File: src/rtl/nearest_waypoint_set_search_assert.svh
// ----------------------------------------------------------------------------
// Nearest waypoint set search assertion macros
// Property wrappers sampled on clk and disabled during reset.
// ----------------------------------------------------------------------------
`ifndef NEAREST_WAYPOINT_SET_SEARCH_ASSERT_SVH
`define NEAREST_WAYPOINT_SET_SEARCH_ASSERT_SVH

// same-cycle implication
`define NWS_ASSERT_SAME(label, ante, cons, msg) \
	label: assert property (@(posedge clk) disable iff (!arst_n) (ante) |-> (cons)) \
		else $error(msg);

// next-cycle implication
`define NWS_ASSERT_NEXT(label, ante, cons, msg) \
	label: assert property (@(posedge clk) disable iff (!arst_n) (ante) |=> (cons)) \
		else $error(msg);

`endif

File: src/rtl/nws_pkg.sv
`timescale 1ns / 1ps
// ----------------------------------------------------------------------------
// Nearest waypoint set search package
// Field widths, codes and shared types of the waypoint search block.
// ----------------------------------------------------------------------------
package nws_pkg;

	localparam int INDEX_W    = 10;
	localparam int STATUS_W   = 2;
	localparam int THR_W      = 24;
	localparam int LEN_W      = 11;
	localparam int CFG_IDX_W  = 1;
	localparam int CFG_DATA_W = 24;
	localparam int M_TDATA_W  = 16;

	localparam logic [THR_W-1:0] THR_RESET = 24'd256;

	localparam logic FUNC_LOAD  = 1'b0;
	localparam logic FUNC_QUERY = 1'b1;

	localparam logic [CFG_IDX_W-1:0] REG_THRESHOLD = 1'd0;
	localparam logic [CFG_IDX_W-1:0] REG_PATH_LEN  = 1'd1;

	localparam logic [STATUS_W-1:0] STATUS_OK    = 2'd0;
	localparam logic [STATUS_W-1:0] STATUS_SHORT = 2'd1;
	localparam logic [STATUS_W-1:0] STATUS_TRUNC = 2'd2;

	typedef struct packed {
		logic busy;
		logic done;
	} nws_sqrt_stat_t;

endpackage

File: src/rtl/nws_isqrt.sv
`timescale 1ns / 1ps
// ----------------------------------------------------------------------------
// Nearest waypoint set search square root unit
// Iterative floor square root, one result bit per cycle.
// ----------------------------------------------------------------------------
module nws_isqrt
	import nws_pkg::*;
#(
	parameter int RAD_W = 52,
	localparam int ROOT_W = RAD_W / 2
) (
	input  logic              clk,
	input  logic              arst_n,
	input  logic              start,
	input  logic [RAD_W-1:0]  radicand,
	output logic [ROOT_W-1:0] root,
	output nws_sqrt_stat_t    stat
);

	logic [RAD_W-1:0] n_q;
	logic [RAD_W-1:0] root_q;
	logic [RAD_W-1:0] bit_q;
	logic             busy_q;
	logic             done_q;
	logic [RAD_W-1:0] trial;

	assign trial = root_q + bit_q;

	always_ff @(posedge clk or negedge arst_n) begin
		if (!arst_n) begin
			n_q    <= '0;
			root_q <= '0;
			bit_q  <= '0;
			busy_q <= 1'b0;
			done_q <= 1'b0;
		end else begin
			done_q <= !start && busy_q && bit_q[0];
			if (start) begin
				n_q    <= radicand;
				root_q <= '0;
				bit_q  <= RAD_W'(1) << (RAD_W - 2);
				busy_q <= 1'b1;
			end else if (busy_q) begin
				if (n_q >= trial) begin
					n_q    <= n_q - trial;
					root_q <= (root_q >> 1) + bit_q;
				end else begin
					root_q <= root_q >> 1;
				end
				bit_q <= bit_q >> 2;
				if (bit_q[0]) begin
					busy_q <= 1'b0;
				end
			end
		end
	end

	assign root = root_q[ROOT_W-1:0];
	assign stat = '{busy: busy_q, done: done_q};

endmodule

File: config.mk
export PLATFORM = sky130hd
export DESIGN_NAME = nws_isqrt
export DESIGN_NICKNAME = d
export VERILOG_FILES = /design/src/rtl/nearest_waypoint_set_search_assert.svh /design/src/rtl/nws_pkg.sv /design/src/rtl/nws_isqrt.sv
export SDC_FILE = /design/constraint.sdc
export NUM_CORES = 1
export LEC_CHECK = 0
export BUFFER_PORTS_ARGS = -buffer_cell sky130_fd_sc_hd__buf_2
export CAP_MARGIN = 0
export CORE_UTILIZATION = 50
export CTS_CLUSTER_DIAMETER = 40
export CTS_CLUSTER_SIZE = 25
export DETAILED_ROUTE_END_ITERATION = 12
export GPL_TIMING_DRIVEN = 0
export PLACE_DENSITY = 0.68
export SYNTH_ARGS = -nofsm -noshare
export SYNTH_HDL_FRONTEND = slang
export SYNTH_SLANG_ARGS = --single-unit
File: constraint.sdc
create_clock -name clk -period 6.7 [get_ports clk]
set_input_delay 0.335 -clock clk [delete_from_list [all_inputs] [get_ports clk]]
set_output_delay 0.335 -clock clk [all_outputs]
set_load 0.01 [all_outputs]
==> results of run 1 <==
-- layer usage --
layer | routed length (um) | vias up
met5 | 0 | -
met4 | 1100 | 0
met3 | 3180 | 81
met2 | 18100 | 556
met1 | 19200 | 5956
li1 | - | 6002
-- cells by family after synthesis --
logic type	Yosys count	synth area share [%]
multiplexers	42	3.29
adder cells (fa/ha/maj)	107	10.5
XOR/XNOR	119	8.12
AND/OR/NAND/NOR	496	17.6
flip-flops	132	25.7
AO/OA/AOI/OAI	533	28.7
buffers and inverters	153	6.09
-- flip-flops by register name (all words and copies together) (netlist names) --
register and flops:
n_q 52, root_q 52, done_q 1, busy_q 1, bit_q 26
-- what timing repair did --
item	in CTS	in global routing
endpoints found under the hold margin	50	0
resized for setup	0	3
hold buffers	1	0
endpoints found under the setup margin	0	30
-- per-stage QoR --
| stage | setup slack, ns | util [%] |
|---|---|---|
| 2_1_floorplan | 1.94 | - |
| 3_3_place_gp | 0.402 | 54.2 |
| 3_5_place_dp | 0.395 | 54.3 |
| 4_1_cts | 0.349 | 56.5 |
| 5_1_grt | 0.0322 | 56.6 |
| 6_report | 0.522 | 56.6 |
-- final timing paths --
path	to	cells past startpoint
setup / recovery	root_q[11]	23
hold / removal	n_q[18]	3
setup reg to reg	root_q[11]	23
hold reg to reg	n_q[19]	2
max in group asynchronous	done_q	3
min in group asynchronous	n_q[44]	2
-- worst max-delay path: cells and delay by family (launching register included) --
kind	cells	cell delay [ns]
AOI/OAI and AO/OA	10	2.59
xor gates and xnor gates	2	0.35
adders and majority gates	2	0.74
buffers and inverters	4	0.84
DFF	1	0.49
and+or+nand+nor	5	1.07
-- cell usage after synthesis (17+ instances only) --
master,number
a211oi_1,31
a21o_1,42
a21oi_1,119
a31oi_1,53
and3_1,17
buf_4,34
clkbuf_1,54
dfrtp_1,132
ha_1,106
inv_1,36
mux2i_1,41
nand2_1,152
nand3_1,20
nand4_1,29
nor2_1,184
nor3_1,22
o21ai_0,106
o21bai_1,18
xnor2_1,53
xor2_1,66
-- layout make-up --
cell class,instances,area share (%)
multi-input cells,1297,61.5
clock buffers,18,3.01
inverters,36,0.948
plain buffers,117,4.54
clock inverters,14,0.825
repair buffers,83,3.15
well taps,330,2.90
flip-flops and latches,132,23.2
-- power by group through the flow --
stage | Sequential, mW | Combinational [mW] | Clock, mW
finish | 1.15 | 3.74 | 0.913
global route | 1.17 | 4.12 | 0.953
CTS | 1.14 | 3.67 | 0.916
detailed placement | 1.15 | 3.65 | 0
global placement | 1.15 | 3.61 | 0
floorplan | 1.10 | 2.79 | 0
==> impl_metrics.yaml, run 1 <==
outcome:
  status: "finished clean"
setup_path:
  startpoint: "root_q[8]"
  slowest_stage: "nor4_1"
  path_cells: "ha_1, nand4_1, o31ai_1, a31oi_2, o31ai_2, a2111oi_2, o31ai_1, inv_1, o21ai_1, a21boi_1, xor2_1, ha_1, buf_6, nand2_1, nor4_1, nand4_1, a31oi_1, o21a_1, buf_2, buf_4, nand2_1, xor2_1, a211oi_1"
  worstSetupEndpointType: "register"
  crit_path_max_fanout: 10
  cp.arrival_ns: 6.52
  crit-reg2reg-launch: "root_q[8]"
  start_kind: "register"
  slowest_delay_ns: 0.58
  crit_type: "reg2reg"
  rrSetupSlack_ns: 0.52
  worstPathRequired_ns: 7.04
synth:
  synth_top_area_share_pct: 25.7
  yosysTopAreaCell: "dfrtp_1"
  synth_cells: 1582
  synthTopCellsByArea: "dfrtp_1 26%, ha_1 10%, nor2_1 5.4%"
  synth_warnings: 0
  postSynthAreaPerCell_um2: 8.11
  syn_area_um2: 12800
  synth-edff-count: 0
  syn_nets: 1744
  synth-seq-cells: 132
  synth_flop_cell: "dfrtp_1"
  yosysUniqueCellTypes: 95
  ys_async_sr_fraction_pct: 100
  ys_seq_area_share_pct: 25.7
timing:
  maxSlewViolCount: 0
  skew_ns: 0.0141
  rsz0062_at_grt: "no"
  setup_tns_ns: 0
  setup_viol_count_final: 0
  max_freq_mhz: 162
  period_share_pct: 92.2
  worst_slew_pin_slew_ns: 0.984
  hold_ws_ns: 0.0988
  slew_headroom_pct: 34.4
  hold_viol: 0
  min_period_ns: 6.18
cts:
  cts_root_buffer: "clkbuf_16"
  postCtsSetupBuffers: 0
  clock_latency_ns: 0.44
  clock_sinks: 132
  clockBufferDepth: 2
  cts_made_buffers: 17
  htreeDepth: 4
  tritoncts: "yes"
  clkSlewWorstSetupHoldPaths_ns: 0.07
pwr:
  p_per_area_nw_per_um2: 407
  swShare_pct: 49.6
  p_clk_share_pct: 15.7
  power_frac_comb_pct: 64.5
  p_total_mw: 5.81
  ir_drop_uv: 315
  p_sw_mw: 2.88
  seq_power_share_pct: 19.8
  leakage_nw: 6.53
  internal-power_mw: 2.92
grt:
  grt_first_pass_wirelength_um: 64900
  grt_max_degree: 83
  met3_usage_pct: 5.26
  met1_usage_pct: 45.8
  grt_util_met2_pct: 48.7
  grt_antenna_before_repair: 0
  grt_usage_pct: 32.0
  top_usage_layer: "met2"
  grt_pass1_vias: 11700
  grt_overflow: 0
die:
  core-area_um2: 25200
  die_w_um: 162
  die-area_um2: 26300
  rows: 58
  fp.dieH_um: 162
  ioPinCount: 83
  initial_utilization_pct: 51.0
hold_path:
  worstHoldPathType: "in2reg"
  hold_start: "radicand[18]"
final_layout:
  final_cell_mix: "184 x nor2_1, 152 x nand2_1, 132 x dfrtp_1"
  instances_no_fill: 2027
  fill_cells: 2351
  drive_gt1_share_pct: 13.8
  final_common_cell: "nor2_1"
  final_nets: 1846
  insertedDiodeCount: 0
  final_cell_area_um2: 14300
  syn_to_final_growth_pct: 11.1
  seqCellArea_um2: 3300
  multi_input_area_um2: 8760
detailed_routing:
  drtPass1Iterations: 7
  drc_errors: 0
  viasPerCell: 6.21
  dr.first_iter.drc_count: 1031
  avgRoutedWirePerCell_um: 20.5
  num_vias: 12600
  wl_um: 41600
  ant_nets: 0
placement:
  place.gp.congestion: 0.965
  io_buffers: 81
  dp_hpwl_um: 32000
  place_area_um2: 13700
  dp.cells: 1994
flow_run:
  maxCapViolCount: 0
Note: power is estimated with default switching activity, not from simulation.
==> run 2: changes to the inputs <==
Settings changed: ABC_AREA set to 1, PLACE_DENSITY 0.68 to 0.7.
Clock period 6.7 ns to 5.67 ns, I/O delays scaled along.
==> impl_metrics.yaml, run 2 <==
grt:
  met1_usage_pct: 46.5
  grt_pass1_vias: 18500
  grt_usage_pct: 39.8
  grt_max_degree: 94
  top_usage_layer: "met2"
  grt_first_pass_wirelength_um: 101000
  met3_usage_pct: 5.24
  grt_overflow: 0
  grt_util_met2_pct: 67.7
  grt_antenna_before_repair: 0
setup_path:
  crit_path_max_fanout: 10
  worstSetupEndpointType: "register"
  crit_type: "reg2reg"
  cp.arrival_ns: 5.73
  r2r_end: "n_q[36]"
  worstPathRequired_ns: 6.08
  crit-reg2reg-launch: "bit_q[0]"
  start_kind: "register"
  rrSetupSlack_ns: 0.35
  reg2reg_depth: 24
placement:
  dp_hpwl_um: 55000
  place_area_um2: 17700
  place.gp.congestion: 1.07
  post-place-ws_ns: 0.289
  io_buffers: 81
timing:
  hold_ws_ns: 0.0565
  min_period_ns: 5.32
  period_share_pct: 93.8
  hold_viol: 0
  maxSlewViolCount: 0
  max_freq_mhz: 188
  skew_ns: 0.0176
  setup_viol_count_final: 0
  setup_slack_ns: 0.352
  rsz0062_at_grt: "no"
  setup_tns_ns: 0
  worst_slew_pin_slew_ns: 0.947
  slew_headroom_pct: 36.4
pwr:
  ir_drop_uv: 306
  p_per_area_nw_per_um2: 517
  swShare_pct: 56.3
  internal-power_mw: 4.13
  leakage_nw: 9.75
  p_clk_share_pct: 12.7
  p_sw_mw: 5.31
  seq_power_share_pct: 16.7
  power_frac_comb_pct: 70.5
detailed_routing:
  num_vias: 19400
  ant_nets: 0
  wl_um: 67100
  drc_errors: 0
  avgRoutedWirePerCell_um: 19.2
  drtPass1Iterations: 6
  viasPerCell: 5.56
  dr.first_iter.drc_count: 1801
die:
  die_w_um: 185
  rows: 66
  die-area_um2: 34100
  initial_utilization_pct: 51.0
  core-area_um2: 32700
  ioPinCount: 83
  fp.dieH_um: 185
synth:
  synth-seq-cells: 132
  ys_async_sr_fraction_pct: 100
  yosysUniqueCellTypes: 48
  synth-edff-count: 0
  postSynthAreaPerCell_um2: 5.68
  syn_nets: 3099
  synthTopCellsByArea: "nand2_1 25%, dfrtp_1 20%, inv_1 11%"
  yosysMostFrequentCell: "nand2_1"
  yosysTopAreaCell: "nand2_1"
  synth_warnings: 0
  synth_flop_cell: "dfrtp_1"
  synth_top_area_share_pct: 24.8
  ys_seq_area_share_pct: 19.8
  syn_area_um2: 16700
  synth_cells: 2937
  synthTopCellsByCount: "1101 x nand2_1, 470 x inv_1, 264 x nand3_1"
hold_path:
  hold_end: "n_q[49]"
  worstHoldPathType: "in2reg"
  whs_path_depth: 3
  hold_start: "radicand[49]"
final_layout:
  final_nets: 3201
  final_cell_mix: "1101 x nand2_1, 470 x inv_1, 264 x nand3_1"
  drive_gt1_share_pct: 7.24
  syn_to_final_growth_pct: 9.58
  insertedDiodeCount: 0
  top_regs: "n_q x52, root_q x52, bit_q x26"
  postLayoutCoreUtil_pct: 55.9
  final_cell_area_um2: 18300
  final_common_cell: "nand2_1"
cts:
  cts_made_buffers: 17
  clock_latency_ns: 0.48
  clkSlewWorstSetupHoldPaths_ns: 0.08
  clockBufferDepth: 2
  cts_root_buffer: "clkbuf_16"
  tritoncts: "yes"
  clock_sinks: 132
  htreeDepth: 4
flow_run:
  maxCapViolCount: 0
outcome:
  status: "finished clean"
## run 2: final cells by class
class,count,area (um^2)
multi-input cells,2228,11000
flip-flops and latches,132,3300
fillers,3483,14400
clock inverters,15,170
well taps,442,553
clock buffers,17,425
repair buffers,83,449
inverters,487,1830
plain buffers,90,552
## run 2: logic make-up (layout without fill, tap and decap cells)
family / after synthesis / in the layout / synth area share, %
AND/OR/NAND/NOR: 1720 / 1720 / 43.0
buffers and inverters: 577 / 692 / 14.3
AO/OA/AOI/OAI: 315 / 315 / 10.3
flip-flops: 132 / 132 / 19.8
adder cells (fa/ha/maj): 107 / 107 / 8.08
XOR/XNOR: 86 / 86 / 4.52
## run 2: per-stage QoR
stage	total power [mW]	instances
global route	10.2	3494
finish	9.44	3494
global placement	7.92	3460
CTS	9.25	3494
detailed placement	8.03	3461
floorplan	6.20	2937
## run 2: worst max path at each step
| stage | to | start | cells past startpoint | slack [ns] |
|---|---|---|---|---|
| final | n_q[36] | bit_q[0] | 24 | 0.35 |
| after global routing | n_q[35] | root_q[14] | 24 | 0.07 |
| after CTS | n_q[34] | bit_q[0] | 24 | 0.29 |
| after detailed placement | n_q[34] | bit_q[0] | 24 | 0.29 |
| after global placement | n_q[36] | bit_q[0] | 24 | 0.39 |
| after floorplan | root_q[40] | bit_q[0] | 24 | 2.03 |
## run 2: power by group through the flow
stage | combinational, mW | sequential [mW] | clock (mW)
2_1_floorplan | 4.76 | 1.44 | 0
5_1_grt | 7.36 | 1.60 | 1.23
6_report | 6.66 | 1.58 | 1.20
4_1_cts | 6.51 | 1.56 | 1.19
3_5_place_dp | 6.47 | 1.56 | 0
3_3_place_gp | 6.35 | 1.56 | 0
## run 2: metal layers
| metal | vias to the layer above | share of wire, % |
|---|---|---|
| li1 | 9427 | - |
| met1 | 8913 | 39 |
| met2 | 885 | 47 |
| met3 | 212 | 6.9 |
| met4 | 0 | 7.1 |
| met5 | - | 0 |
## run 2: repair_timing
action / CTS / global route
hold endpoints to repair: 39 / 0
gates resized for setup: 0 / 1
setup buffers: 0 / 0
hold buffers: 1 / 0
endpoints found under the setup margin: 0 / 70
## run 2: critical path, stage by stage (launching register included)
cell and delay [ns]:
dfrtp_1 0.49, ha_1 0.34, ha_1 0.24, nand2_1 0.09, a21oi_1 0.23, nand2_1 0.09
nand2_1 0.18, a21boi_0 0.21, o21ai_1 0.63, a21oi_1 0.17, xor2_1 0.21, ha_1 0.45
nand2_1 0.16, inv_2 0.08, nand2_1 0.11, nor2_1 0.15, nand2_1 0.10, clkinv_1 0.07
nand4_2 0.24, nand3_4 0.23, nand2_2 0.19, nand2_4 0.15, buf_4 0.27, nand2_1 0.10
nand2_1 0.06
==> run 3: changes to the inputs <==
Settings changed: CORE_ASPECT_RATIO set to 1.5, SKIP_LAST_GASP set to 1.
==> impl_metrics.yaml, run 3 (synthesis results as in run 2) <==
setup_path:
  start_kind: "register"
  crit_path_max_fanout: 10
  worstPathRequired_ns: 6.06
  worstSetupEndpointType: "register"
  crit_type: "reg2reg"
  cp.arrival_ns: 5.77
pwr:
  leakage_nw: 9.75
  p_total_mw: 9.52
  ir_drop_uv: 262
  p_per_area_nw_per_um2: 522
die:
  ioPinCount: 83
  die_w_um: 151
  rows: 81
  fp.dieH_um: 226
  core-area_um2: 32700
  initial_utilization_pct: 50.9
  die-area_um2: 34100
timing:
  maxSlewViolCount: 0
  period_share_pct: 94.9
  slew_headroom_pct: 31.5
  setup_slack_ns: 0.290
  setup_tns_ns: 0
  setup_viol_count_final: 0
  hold_ws_ns: 0.0674
  hold_viol: 0
  min_period_ns: 5.38
  skew_ns: 0.0168
  worst_slew_pin_slew_ns: 1.02
  rsz0062_at_grt: "no"
  max_freq_mhz: 186
final_layout:
  final_nets: 3201
  instances_no_fill: 3467
  fill_cells: 3538
  top_regs: "n_q x52, root_q x52, bit_q x26"
  final_cell_mix: "1101 x nand2_1, 470 x inv_1, 264 x nand3_1"
  final_cell_area_um2: 18200
  postLayoutCoreUtil_pct: 55.7
  insertedDiodeCount: 0
  drive_gt1_share_pct: 7.24
  multi_input_area_um2: 11000
  syn_to_final_growth_pct: 9.44
  final_common_cell: "nand2_1"
  seqCellArea_um2: 3300
grt:
  grt_overflow: 0
  grt_antenna_before_repair: 0
  grt_first_pass_wirelength_um: 104000
  grt_max_degree: 87
  grt_usage_pct: 41.6
  grt_pass1_vias: 19300
detailed_routing:
  viasPerCell: 5.57
  wl_um: 69600
  num_vias: 19300
  drtPass1Iterations: 6
  drc_errors: 0
  ant_nets: 0
  dr.first_iter.drc_count: 1465
  avgRoutedWirePerCell_um: 20.1
cts:
  cts_root_buffer: "clkbuf_16"
  tritoncts: "yes"
  postCtsSetupBuffers: 0
  clock_latency_ns: 0.47
  htreeDepth: 4
  cts_made_buffers: 17
  clockBufferDepth: 2
  clkSlewWorstSetupHoldPaths_ns: 0.07
  clock_sinks: 132
hold_path:
  worstHoldPathType: "in2reg"
outcome:
  status: "finished clean"
placement:
  place.gp.congestion: 1.04
  post-place-ws_ns: 0.407
  io_buffers: 81
  dp.cells: 3434
  dp_hpwl_um: 58100
  place_area_um2: 17600
flow_run:
  maxCapViolCount: 0
-- run 3: cell count changes in the layout (fill, tap and decap cells not counted) --
cell       delta
inv_8         +3
inv_12        +1
bufinv_16     -2
o21ai_0       +1
clkinv_8      +4
clkinv_4      -3
o21ai_1       -1
clkinv_2      -2
inv_6         -1
-- run 3: final cells by class --
cell class / count / share of cell area (%)
sequential: 132 / 18.1
timing repair buffer: 83 / 2.46
multi-input combinational: 2228 / 60.2
clock buffer: 17 / 2.33
tap: 415 / 2.85
clock inverter: 15 / 0.988
inverter: 487 / 10.0
buffer: 90 / 3.02
-- run 3: where the power goes --
group          switching (mW)  internal, mW  leakage (nW)
registers               0.340          1.23          1.71
logic                    4.55          2.24          7.75
clock network           0.563         0.599         0.293
-- run 3: metal layers --
layer / vias to the layer above / share of wire, % / track usage, %
met5: - / 0 / 0
met4: 0 / 11 / 42.8
met3: 314 / 5.0 / 5.11
met2: 744 / 50 / 73.5
met1: 8811 / 34 / 40.2
li1: 9439 / - / -
-- run 3: path summary, 6_finish.rpt --
| check | from | end | depth (start not counted) | slack, ns |
|---|---|---|---|---|
| worst min-delay path | radicand[51] | n_q[51] | 3 | 0.07 |
| worst max register to register | bit_q[0] | n_q[29] | 24 | 0.29 |
| worst min register to register | n_q[32] | n_q[32] | 2 | 0.53 |
| min in group asynchronous | arst_n | root_q[4] | 2 | 0.35 |
| max in group asynchronous | arst_n | n_q[50] | 3 | 4.46 |
| worst max-delay path | bit_q[0] | n_q[29] | 24 | 0.29 |
-- run 3: repair_timing --
| item | 4_1_cts | 5_1_grt |
|---|---|---|
| hold endpoints to repair | 46 | 0 |
| hold buffers | 1 | 0 |
| setup endpoints to repair | 0 | 0 |
| resized for setup | 0 | 0 |
-- run 3: critical path: stages, from the launching register on --
cell      delay (ns)
dfrtp_1         0.49
ha_1            0.34
ha_1            0.23
nand2_1         0.09
a21oi_1         0.21
nand2_1         0.08
nand2_1         0.19
a21boi_0        0.23
o21ai_0         0.74
a21oi_1         0.16
xor2_1          0.21
ha_1            0.40
nand2_1         0.11
inv_2           0.07
nand2_1         0.13
nor2_1          0.16
nand2_1         0.11
clkinv_1        0.08
nand4_2         0.22
nand3_4         0.21
nand2_2         0.22
nand2_4         0.20
buf_4           0.26
nand2_1         0.09
nand2_1         0.07
